$ cat src/design/rlr_pkg.sv
// Shared widths, register indexes and controller/datapath signal groups.
package rlr_pkg;

  localparam int RADIUS_BITS = 6;
  localparam int RADIUS_MAX  = (1 << RADIUS_BITS) - 1;
  localparam int OFFSET_BITS = RADIUS_BITS + 1;
  localparam int PEAK_BITS   = 8;
  localparam int R2_BITS     = 2 * RADIUS_BITS;
  localparam int D2_BITS     = R2_BITS + 1;
  localparam int SQ_BITS     = 2 * OFFSET_BITS;
  localparam int QUO_BITS    = PEAK_BITS;
  localparam int NUM_BITS    = PEAK_BITS + R2_BITS;
  localparam int STEP_BITS   = $clog2(QUO_BITS);
  localparam int CFG_INDEX_BITS = 2;

  localparam logic [PEAK_BITS-1:0] PEAK_RESET = 8'd255;

  localparam logic [CFG_INDEX_BITS-1:0] CFG_CENTER_X = 2'd0;
  localparam logic [CFG_INDEX_BITS-1:0] CFG_CENTER_Y = 2'd1;
  localparam logic [CFG_INDEX_BITS-1:0] CFG_RADIUS   = 2'd2;
  localparam logic [CFG_INDEX_BITS-1:0] CFG_PEAK     = 2'd3;

  typedef struct packed {
    logic accept;
    logic sq_en;
    logic mul_en;
    logic div_start;
    logic load_out;
  } rlr_cmd_t;

  typedef struct packed {
    logic div_done;
  } rlr_stat_t;

endpackage

$ cat src/design/rlr_div.sv
// Restoring divider producing the falloff quotient one bit per cycle.
module rlr_div (
  input  logic                         clk,
  input  logic                         rst,
  input  logic                         start,
  input  logic [rlr_pkg::NUM_BITS-1:0] num,
  input  logic [rlr_pkg::R2_BITS-1:0]  den,
  output logic [rlr_pkg::QUO_BITS-1:0] quo,
  output logic                         done
);
  import rlr_pkg::*;

  logic                 busy;
  logic [STEP_BITS-1:0] cnt;
  logic [R2_BITS-1:0]   rem;
  logic [QUO_BITS-1:0]  bits;
  logic [R2_BITS:0]     trial;
  logic                 qbit;
  logic [R2_BITS:0]     diff;

  assign trial = {rem, bits[QUO_BITS-1]};
  assign qbit  = (trial >= {1'b0, den});
  assign diff  = trial - {1'b0, den};
  assign quo   = bits;

  always_ff @(posedge clk) begin
    if (rst) begin
      busy <= 1'b0;
      done <= 1'b0;
      cnt  <= '0;
    end else begin
      done <= busy && (cnt == STEP_BITS'(QUO_BITS - 1));
      if (start) begin
        busy <= 1'b1;
        cnt  <= '0;
      end else if (busy) begin
        cnt <= cnt + 1'b1;
        if (cnt == STEP_BITS'(QUO_BITS - 1)) begin
          busy <= 1'b0;
        end
      end
    end
  end

  always_ff @(posedge clk) begin
    if (start) begin
      rem  <= num[NUM_BITS-1:QUO_BITS];
      bits <= num[QUO_BITS-1:0];
    end else if (busy) begin
      rem  <= qbit ? diff[R2_BITS-1:0] : trial[R2_BITS-1:0];
      bits <= {bits[QUO_BITS-2:0], qbit};
    end
  end

endmodule

$ cat src/design/rlr_dp.sv
// Datapath: configuration, scan offsets, distance, falloff product and result item.
module rlr_dp #(
  parameter int MAX_RADIUS = 63,
  parameter int COORD_BITS = 12
) (
  input  logic                                 clk,
  input  logic                                 rst,
  input  logic                                 cfg_write,
  input  logic [rlr_pkg::CFG_INDEX_BITS-1:0]   cfg_index,
  input  logic [COORD_BITS-1:0]                cfg_data,
  input  logic                                 restart,
  input  rlr_pkg::rlr_cmd_t                    cmd,
  output rlr_pkg::rlr_stat_t                   stat,
  output logic signed [COORD_BITS:0]           pixel_x,
  output logic signed [COORD_BITS:0]           pixel_y,
  output logic [rlr_pkg::PEAK_BITS-1:0]        alpha,
  output logic                                 inside_res,
  output logic                                 last
);
  import rlr_pkg::*;

  localparam int MaxEff = (MAX_RADIUS > RADIUS_MAX) ? RADIUS_MAX : MAX_RADIUS;
  localparam logic [RADIUS_BITS-1:0] MAX_R = RADIUS_BITS'(MaxEff);
  localparam logic signed [OFFSET_BITS-1:0] ONE_S = OFFSET_BITS'(1);

  logic signed [COORD_BITS-1:0]  center_x;
  logic signed [COORD_BITS-1:0]  center_y;
  logic [RADIUS_BITS-1:0]        radius;
  logic [PEAK_BITS-1:0]          peak;
  logic signed [OFFSET_BITS-1:0] offset_x;
  logic signed [OFFSET_BITS-1:0] offset_y;

  logic signed [OFFSET_BITS-1:0] dx;
  logic signed [OFFSET_BITS-1:0] dy;
  logic signed [COORD_BITS:0]    px;
  logic signed [COORD_BITS:0]    py;
  logic                          last_w;
  logic [D2_BITS-1:0]            d2;
  logic [R2_BITS-1:0]            r2;
  logic                          inside_w;
  logic [NUM_BITS-1:0]           num;

  logic [RADIUS_BITS-1:0]        reff;
  logic [RADIUS_BITS-1:0]        cfg_reff;
  logic signed [OFFSET_BITS-1:0] r_s;
  logic signed [OFFSET_BITS-1:0] neg_r;
  logic signed [OFFSET_BITS-1:0] neg_cfg_r;
  logic signed [OFFSET_BITS-1:0] dx_cur;
  logic signed [OFFSET_BITS-1:0] dy_cur;
  logic signed [SQ_BITS-1:0]     sqx;
  logic signed [SQ_BITS-1:0]     sqy;
  logic [D2_BITS-1:0]            d2_next;
  logic [R2_BITS-1:0]            r2_next;
  logic [R2_BITS-1:0]            diff;
  logic [NUM_BITS-1:0]           num_next;
  logic [QUO_BITS-1:0]           quo;
  logic                          div_done;

  assign reff      = (radius > MAX_R) ? MAX_R : radius;
  assign cfg_reff  = (cfg_data[RADIUS_BITS-1:0] > MAX_R) ? MAX_R : cfg_data[RADIUS_BITS-1:0];
  assign r_s       = $signed({1'b0, reff});
  assign neg_r     = -r_s;
  assign neg_cfg_r = -$signed({1'b0, cfg_reff});
  assign dx_cur    = restart ? neg_r : offset_x;
  assign dy_cur    = restart ? neg_r : offset_y;

  assign sqx      = SQ_BITS'(dx) * SQ_BITS'(dx);
  assign sqy      = SQ_BITS'(dy) * SQ_BITS'(dy);
  assign d2_next  = sqx[D2_BITS-1:0] + sqy[D2_BITS-1:0];
  assign r2_next  = R2_BITS'(reff) * R2_BITS'(reff);
  assign diff     = inside_w ? (r2 - d2[R2_BITS-1:0]) : '0;
  assign num_next = NUM_BITS'(peak) * NUM_BITS'(diff);

  always_ff @(posedge clk) begin
    if (rst) begin
      center_x <= '0;
      center_y <= '0;
      radius   <= '0;
      peak     <= PEAK_RESET;
      offset_x <= '0;
      offset_y <= '0;
    end else if (cfg_write) begin
      unique case (cfg_index)
        CFG_CENTER_X: center_x <= cfg_data;
        CFG_CENTER_Y: center_y <= cfg_data;
        CFG_RADIUS: begin
          radius   <= cfg_data[RADIUS_BITS-1:0];
          offset_x <= neg_cfg_r;
          offset_y <= neg_cfg_r;
        end
        CFG_PEAK:     peak <= cfg_data[PEAK_BITS-1:0];
      endcase
    end else if (cmd.accept) begin
      if (dx_cur < r_s) begin
        offset_x <= dx_cur + ONE_S;
        offset_y <= dy_cur;
      end else begin
        offset_x <= neg_r;
        offset_y <= (dy_cur < r_s) ? dy_cur + ONE_S : neg_r;
      end
    end
  end

  always_ff @(posedge clk) begin
    if (cmd.accept) begin
      dx     <= dx_cur;
      dy     <= dy_cur;
      px     <= (COORD_BITS+1)'(center_x) + (COORD_BITS+1)'(dx_cur);
      py     <= (COORD_BITS+1)'(center_y) + (COORD_BITS+1)'(dy_cur);
      last_w <= (dx_cur == r_s) && (dy_cur == r_s);
    end
    if (cmd.sq_en) begin
      d2       <= d2_next;
      r2       <= r2_next;
      inside_w <= (d2_next <= {1'b0, r2_next});
    end
    if (cmd.mul_en) begin
      num <= num_next;
    end
    if (cmd.load_out) begin
      pixel_x    <= px;
      pixel_y    <= py;
      inside_res <= inside_w;
      last       <= last_w;
      if (!inside_w) begin
        alpha <= '0;
      end else if (r2 == '0) begin
        alpha <= peak;
      end else begin
        alpha <= quo;
      end
    end
  end

  rlr_div u_div (
    .clk   (clk),
    .rst   (rst),
    .start (cmd.div_start),
    .num   (num),
    .den   (r2),
    .quo   (quo),
    .done  (div_done)
  );

  assign stat.div_done = div_done;

endmodule

$ cat src/design/rlr_ctrl.sv
// Controller: sequences one item through distance, product, divide and result.
module rlr_ctrl (
  input  logic                clk,
  input  logic                rst,
  input  logic                in_valid,
  output logic                in_stall,
  output logic                out_valid,
  input  logic                out_stall,
  input  rlr_pkg::rlr_stat_t  stat,
  output rlr_pkg::rlr_cmd_t   cmd
);
  import rlr_pkg::*;

  localparam logic [2:0] ST_IDLE  = 3'd0;
  localparam logic [2:0] ST_SQ    = 3'd1;
  localparam logic [2:0] ST_MUL   = 3'd2;
  localparam logic [2:0] ST_START = 3'd3;
  localparam logic [2:0] ST_DIV   = 3'd4;
  localparam logic [2:0] ST_DONE  = 3'd5;

  logic [2:0] state;
  logic [2:0] state_next;
  logic       out_free;

  assign in_stall = (state != ST_IDLE);
  assign out_free = !out_valid || !out_stall;

  always_comb begin
    state_next = state;
    cmd        = '0;
    unique case (state)
      ST_IDLE: begin
        if (in_valid) begin
          cmd.accept = 1'b1;
          state_next = ST_SQ;
        end
      end
      ST_SQ: begin
        cmd.sq_en  = 1'b1;
        state_next = ST_MUL;
      end
      ST_MUL: begin
        cmd.mul_en = 1'b1;
        state_next = ST_START;
      end
      ST_START: begin
        cmd.div_start = 1'b1;
        state_next    = ST_DIV;
      end
      ST_DIV: begin
        if (stat.div_done) begin
          state_next = ST_DONE;
        end
      end
      ST_DONE: begin
        if (out_free) begin
          cmd.load_out = 1'b1;
          state_next   = ST_IDLE;
        end
      end
      default: state_next = ST_IDLE;
    endcase
  end

  always_ff @(posedge clk) begin
    if (rst) begin
      state     <= ST_IDLE;
      out_valid <= 1'b0;
    end else begin
      state <= state_next;
      if (cmd.load_out) begin
        out_valid <= 1'b1;
      end else if (!out_stall) begin
        out_valid <= 1'b0;
      end
    end
  end

endmodule

$ cat src/design/radial_light_raster.sv
// Top level of the radial light raster scanner.
//
// Each accepted item emits one position of the (2r+1) x (2r+1) square around the
// configured center, row by row from the top-left corner; restart=1 emits the
// top-left corner and begins the scan again, and a radius write re-arms it. After
// acceptance an item passes through the squared distance, the intensity product,
// the divider load, the eight-step restoring divider and its done flag, and then
// the load of its result into the output register. One item is in flight at a
// time, so a new item is not accepted until the previous result is loaded; the
// next one is accepted while the previous result still waits on out_stall.
// The user must write configuration only while no item is in flight; the block
// itself does not enforce this.
module radial_light_raster #(
  parameter int MAX_RADIUS = 63,
  parameter int COORD_BITS = 12
) (
  input  logic                               clk,
  input  logic                               rst,
  input  logic                               cfg_write,
  input  logic [rlr_pkg::CFG_INDEX_BITS-1:0] cfg_index,
  input  logic [COORD_BITS-1:0]              cfg_data,
  input  logic                               in_valid,
  output logic                               in_stall,
  input  logic                               restart,
  output logic                               out_valid,
  input  logic                               out_stall,
  output logic signed [COORD_BITS:0]         pixel_x,
  output logic signed [COORD_BITS:0]         pixel_y,
  output logic [rlr_pkg::PEAK_BITS-1:0]      alpha,
  output logic                               inside_res,
  output logic                               last
);
  import rlr_pkg::*;

  rlr_cmd_t  cmd;
  rlr_stat_t stat;

  rlr_ctrl u_ctrl (
    .clk       (clk),
    .rst       (rst),
    .in_valid  (in_valid),
    .in_stall  (in_stall),
    .out_valid (out_valid),
    .out_stall (out_stall),
    .stat      (stat),
    .cmd       (cmd)
  );

  rlr_dp #(
    .MAX_RADIUS (MAX_RADIUS),
    .COORD_BITS (COORD_BITS)
  ) u_dp (
    .clk        (clk),
    .rst        (rst),
    .cfg_write  (cfg_write),
    .cfg_index  (cfg_index),
    .cfg_data   (cfg_data),
    .restart    (restart),
    .cmd        (cmd),
    .stat       (stat),
    .pixel_x    (pixel_x),
    .pixel_y    (pixel_y),
    .alpha      (alpha),
    .inside_res (inside_res),
    .last       (last)
  );

endmodule

$ cat config.mk
export PLATFORM = sky130hd
export DESIGN_NAME = radial_light_raster
export DESIGN_NICKNAME = d
export VERILOG_FILES = /design/src/design/rlr_pkg.sv /design/src/design/rlr_div.sv /design/src/design/rlr_dp.sv /design/src/design/rlr_ctrl.sv /design/src/design/radial_light_raster.sv
export SDC_FILE = /design/constraint.sdc
export NUM_CORES = 1
export LEC_CHECK = 0
export ABC_CLOCK_PERIOD_IN_PS = 11400
export BUFFER_PORTS_ARGS = -buffer_cell sky130_fd_sc_hd__buf_2
export CAP_MARGIN = 20
export CORE_UTILIZATION = 60
export DETAILED_ROUTE_END_ITERATION = 8
export PLACE_DENSITY = 0.77
export RECOVER_POWER = 100
export SLEW_MARGIN = 20
export SYNTH_ARGS = -nofsm -noshare
export SYNTH_HDL_FRONTEND = slang
export SYNTH_HIERARCHICAL = 1
export SYNTH_SLANG_ARGS = --single-unit
$ cat constraint.sdc
create_clock -name clk -period 11.4 [get_ports clk]
set_input_delay 3.42 -clock clk [delete_from_list [all_inputs] [get_ports clk]]
set_output_delay 3.42 -clock clk [all_outputs]
set_load 0.02 [all_outputs]
== After elaboration in Yosys (flattened, before gate mapping) ==
Cells that the tools add are included.
Word-level totals
  flip-flop bits (word level): 203
  output and inout port bits: 38
  logic and storage cells: 116
Cells by class
  add/sub/neg operators: 10
  multipliers: 4
  order comparisons: 6
  equality and inequality tests: 16
  muxes and demuxes: 35
  reduce and logical (&&, ||, !) cells: 18
Operators by type and width (number)
  7-bit two-way mux: 10
  12-bit two-way mux: 4
  12-bit by 7-bit adder with 13-bit output: 2
  7-bit by 7-bit multiplier with 13-bit output: 2
  8-bit two-way mux: 3
  12-bit subtractor: 2
  8-bit by 12-bit multiplier with 20-bit output: 1
  3-bit one-hot mux with 6 select lines: 1
  7-bit by 2-bit adder with 7-bit output (second input constant): 2
  7-bit == test: 2
  7-bit less-than comparator: 2
  6-bit negation with 7-bit output: 2
  13-bit adder: 1
  13-bit by 12-bit >= comparator with 1-bit output: 1
  13-bit by 12-bit <= comparator with 1-bit output: 1
  6-bit greater-than comparator (second input constant): 2
  12-bit zero test: 1
  6-bit by 6-bit multiplier with 12-bit output: 1
  1-bit two-way mux: 12
  6-bit two-way mux: 2
  2-bit AND reduction: 5
  3-bit == test (second input constant): 3
  3-bit two-way mux: 3
  2-bit by 1-bit != test with 1-bit output (second input constant): 4
  other kinds (15): 20

== Logic depth before layout (Yosys ltp) ==
  depth in word-level cells: 9
  depth in mapped cells: 27
  depth with buffers taken out: 27

== By module ==
The synthesis kept the hierarchy.
Modules (own cells, without submodules)
  rlr_dp: instances 1, cells each 1541, area each 15409.8 sq um, sequential area each 4674.5 sq um
  rlr_div: instances 1, cells each 169, area each 1799.2 sq um, sequential area each 700.7 sq um
  rlr_ctrl: instances 1, cells each 24, area each 221.5 sq um, sequential area each 80.1 sq um

== Worst setup path after synthesis ==
No wires, ideal clock.
  path type: input-to-reg
  start: input port in_valid
  end: register u_dp.offset_x[2]
  setup time: 0.130 ns
  arrival time: 6.419 ns
  setup slack: 4.851 ns
  stages on the path: 8
  path through: inv_1 > nor2_1 > nand2b_1 > and2_1 > clkbuf_1 > a31oi_1 > o21a_1 > nor3_1
RTL lines
  start, declared: RTL line radial_light_raster.sv:22  | input logic in_valid,
  end signal, assigned: RTL line rlr_dp.sv:88  | offset_x <= neg_cfg_r;
  end signal, assigned: RTL line rlr_dp.sv:95  | offset_x <= dx_cur + ONE_S;
  end signal, assigned: RTL line rlr_dp.sv:98  | offset_x <= neg_r;
  end, declared: RTL line rlr_dp.sv:30  | logic signed [OFFSET_BITS-1:0] offset_x;

== Worst setup path in the final report ==
  start: register u_dp.inside_w
  end: register u_dp.num[18], data pin
Between the ends
  word-level cells in the longest chain between the ends: 2
RTL lines
  start, declared: RTL line rlr_dp.sv:40  | logic inside_w;
  start signal, assigned: RTL line rlr_dp.sv:115  | inside_w <= (d2_next <= {1'b0, r2_next});
  12-bit two-way mux: RTL line rlr_dp.sv:71  | assign diff = inside_w ? (r2 - d2[R2_BITS-1:0]) : '0;
  8-bit by 12-bit multiplier with 20-bit output: RTL line rlr_dp.sv:72  | assign num_next = NUM_BITS'(peak) * NUM_BITS'(diff);
  net u_dp.num_next[18]: RTL line rlr_dp.sv:55  | logic [NUM_BITS-1:0] num_next;
  end signal, assigned: RTL line rlr_dp.sv:118  | num <= num_next;
  end, declared: RTL line rlr_dp.sv:41  | logic [NUM_BITS-1:0] num;
The timed path passes the listed nets, and every way through them passes these cells.
A chain may end at the register's enable or synchronous reset.

==> impl_metrics.json <==
{
  "syn_inst": 1734,
  "layout-drive-gt1-share_pct": 5.21,
  "ys_seq_elements": 202,
  "place_congestion": 0.952,
  "drv_slew": 217,
  "syn_area_per_cell_sq_um": 10.1,
  "clk-insertion-delay-late_ns": 0.51,
  "rows": 62,
  "synth_edf_count": 141,
  "pre_cts_ws_ns": 4.60,
  "io_buffers": 57,
  "antenna_found_initial": 1,
  "report.final.setup_viol": 0,
  "synth.distinct_cells": 85,
  "dieWidth_um": 172,
  "cts_resized": 0,
  "cp_data_required_time_ns": 11.63,
  "critPathMaxStageDelay_ns": 1.31,
  "hold_class": "reg -> reg",
  "max-slew-margin-rel_pct": -96.4,
  "crit_path_end_kind": "flop",
  "initial_utilization_pct": 60.9,
  "critPathKind": "reg -> reg",
  "fmax_mhz": 126,
  "path_buf_inv": 4,
  "fill_cells": 2333,
  "critPathTopFamily": "buffers and inverters",
  "clk_pin_slew_ns": 0.06,
  "cts_tree": "built",
  "wire_per_inst_um": 17.8,
  "hpwlAfterDp_mm": 29.9,
  "root_buffer": "clkbuf_16",
  "final_net_count": 2103,
  "drv_cap": 5,
  "cts_setup_buffers": 0,
  "grt_use_total_pct": 27.6,
  "crit_chain": "clkbuf_1, inv_1, nor3b_1, and2_0, fa_1, inv_1, fa_1, fa_1, inv_1, fa_1, ha_1, o21ai_0, nor3_1, a211oi_1, a21oi_1, o21ai_0, a2111o_1, o211ai_1",
  "rsz0062_at_grt": "no",
  "cp_common_cell": "fa_1",
  "first_pass_iters": 5,
  "violations": "max-capacitance violations, max-slew violations",
  "area_delta_synth_final_pct": 6.65,
  "yosysWarnings": 6,
  "htreeDepth": 1,
  "hold_viol_final": 0,
  "initialDrtViolationCount": 733,
  "cp-start-kind": "flop",
  "min_period_over_period_pct": 69.8,
  "cts_buffers": 22,
  "totalWireLength_mm": 38.6,
  "status": "finished with violations",
  "ctsLongestPathBuffers": 3,
  "ant_nets": 0,
  "crit_path_top_delay_cell": "clkbuf_1",
  "final_common_cell": "inv_1",
  "syn_area_sq_um": 17400,
  "clkSinkCount": 202,
  "detail_route.vias_per_cell": 5.73,
  "core_sq_um": 28600,
  "holdBufCountCts": 0,
  "vias": 12432,
  "die_h_um": 172,
  "grt_pass1_vias": 12909,
  "ys.flop_type": "edfxtp_1",
  "setup_tns_ns": 0,
  "tightest_slew_ns": 2.95,
  "io_pins": 58,
  "synth_seq_area_share_pct": 31.3,
  "die-area_sq_um": 29700,
  "min_period_ns": 7.96,
  "final_cell_mix": "inv_1, ha_1, nor2_1",
  "fin_ws_ns": 3.44,
  "crit_fanout": 48,
  "drcViolationCount": 0,
  "grt_max_degree": 64,
  "synthArstFlopShare_pct": 0,
  "overflow": 0,
  "fin_worst_skew_ns": 0.0209,
  "grt_pass1_wl_mm": 64.3,
  "syn_nets": 2068,
  "cp.arrival_ns": 8.19
}
[worst paths after layout]
| kind | startpoint | to | slack (ns) | depth (start not counted) |
|---|---|---|---|---|
| max reg2reg | u_dp/inside_w | u_dp/num[18] | 3.44 | 18 |
| max | u_dp/inside_w | u_dp/num[18] | 3.44 | 18 |
| min | u_dp/py[12] | u_dp/pixel_y[12] | 0.41 | 0 |
| min reg2reg | u_dp/py[12] | u_dp/pixel_y[12] | 0.41 | 0 |
[layout make-up]
class	instances	area, sq um	share of cell area [%]
flip-flops and latches	202	5460	29.3
repair buffers	65	274	1.47
inverters	255	957	5.15
clock buffers	34	616	3.31
multi-input cells	1223	10800	57.9
diodes	1	2.50	0.0135
clock inverters	6	45.0	0.242
well taps	384	480	2.58
[per-layer routing]
layer	wire [um]	track usage [%]	vias to the layer above
li1	-	-	5916
met1	17100	37.5	6104
met2	18100	45.5	354
met3	2690	4.94	58
met4	819	7.39	0
met5	0	0	-
[through the flow]
step                util, %  instances  hold WS (ns)  area, sq um
global placement       63.1       2129         0.402        18100
detailed placement     63.1       2129         0.405        18100
global route           64.9       2169         0.423        18600
floorplan                 -       1734         0.400        17400
finish                 64.9       2170         0.410        18600
CTS                    65.4       2169         0.416        18700
[sequential cells by signal, indices dropped and copies added, names as in the netlist, 12 cells and up]
register	count
u_dp/u_div/rem	12
u_dp/py	13
u_dp/px	13
u_dp/pixel_x	13
u_dp/d2	12
u_dp/center_x	12
u_dp/center_y	12
u_dp/num	20
u_dp/pixel_y	13
[logic make-up (layout without fill, tap and decap cells)]
logic type | count (synthesis) | count (layout) | synth area share, %
flip-flops | 202 | 202 | 31.3
multiplexers | 72 | 72 | 4.40
AO/OA/AOI/OAI | 237 | 237 | 9.22
AND/OR/NAND/NOR | 506 | 506 | 14.7
other | 1 | 2 | 0.0215
adder cells (fa/ha/maj) | 314 | 314 | 28.9
XOR/XNOR | 93 | 93 | 4.67
buffers and inverters | 309 | 360 | 6.83
[synth_stat cells, types with 4 or more instances]
| cell type | number | area share, % |
|---|---|---|
| a221o_1 | 6 | 0.34 |
| mux2i_1 | 53 | 3.0 |
| and2_1 | 48 | 1.7 |
| nor2b_1 | 14 | 0.50 |
| buf_2 | 10 | 0.29 |
| nor3b_1 | 14 | 0.60 |
| a31oi_1 | 10 | 0.36 |
| xor2_1 | 23 | 1.2 |
| nor4_1 | 7 | 0.25 |
| mux2_2 | 15 | 0.97 |
| a211oi_1 | 15 | 0.65 |
| o21bai_1 | 11 | 0.47 |
| o31ai_1 | 7 | 0.30 |
| or2_2 | 9 | 0.32 |
| nand3_1 | 28 | 0.80 |
| o211ai_1 | 4 | 0.17 |
| o21a_1 | 8 | 0.34 |
| a21oi_1 | 70 | 2.0 |
| nor3_1 | 28 | 0.80 |
| dfxtp_1 | 61 | 7.0 |
| nand2_1 | 106 | 2.3 |
| fa_1 | 147 | 17 |
| nor2_1 | 149 | 3.2 |
| xnor2_1 | 70 | 3.5 |
| or3_1 | 8 | 0.29 |
| ha_1 | 167 | 12 |
| and3_1 | 37 | 1.3 |
| nand2b_1 | 21 | 0.75 |
| edfxtp_1 | 141 | 24 |
| clkbuf_1 | 39 | 0.84 |
| nand3b_1 | 12 | 0.52 |
| nand4_1 | 6 | 0.22 |
| a21o_1 | 20 | 0.86 |
| inv_1 | 255 | 5.5 |
| o21ai_0 | 38 | 1.1 |
| a21boi_0 | 4 | 0.17 |
Power is left out: the tool's default activity adds up to more than one toggle a clock period on the data nets, which glitch-free logic cannot reach.
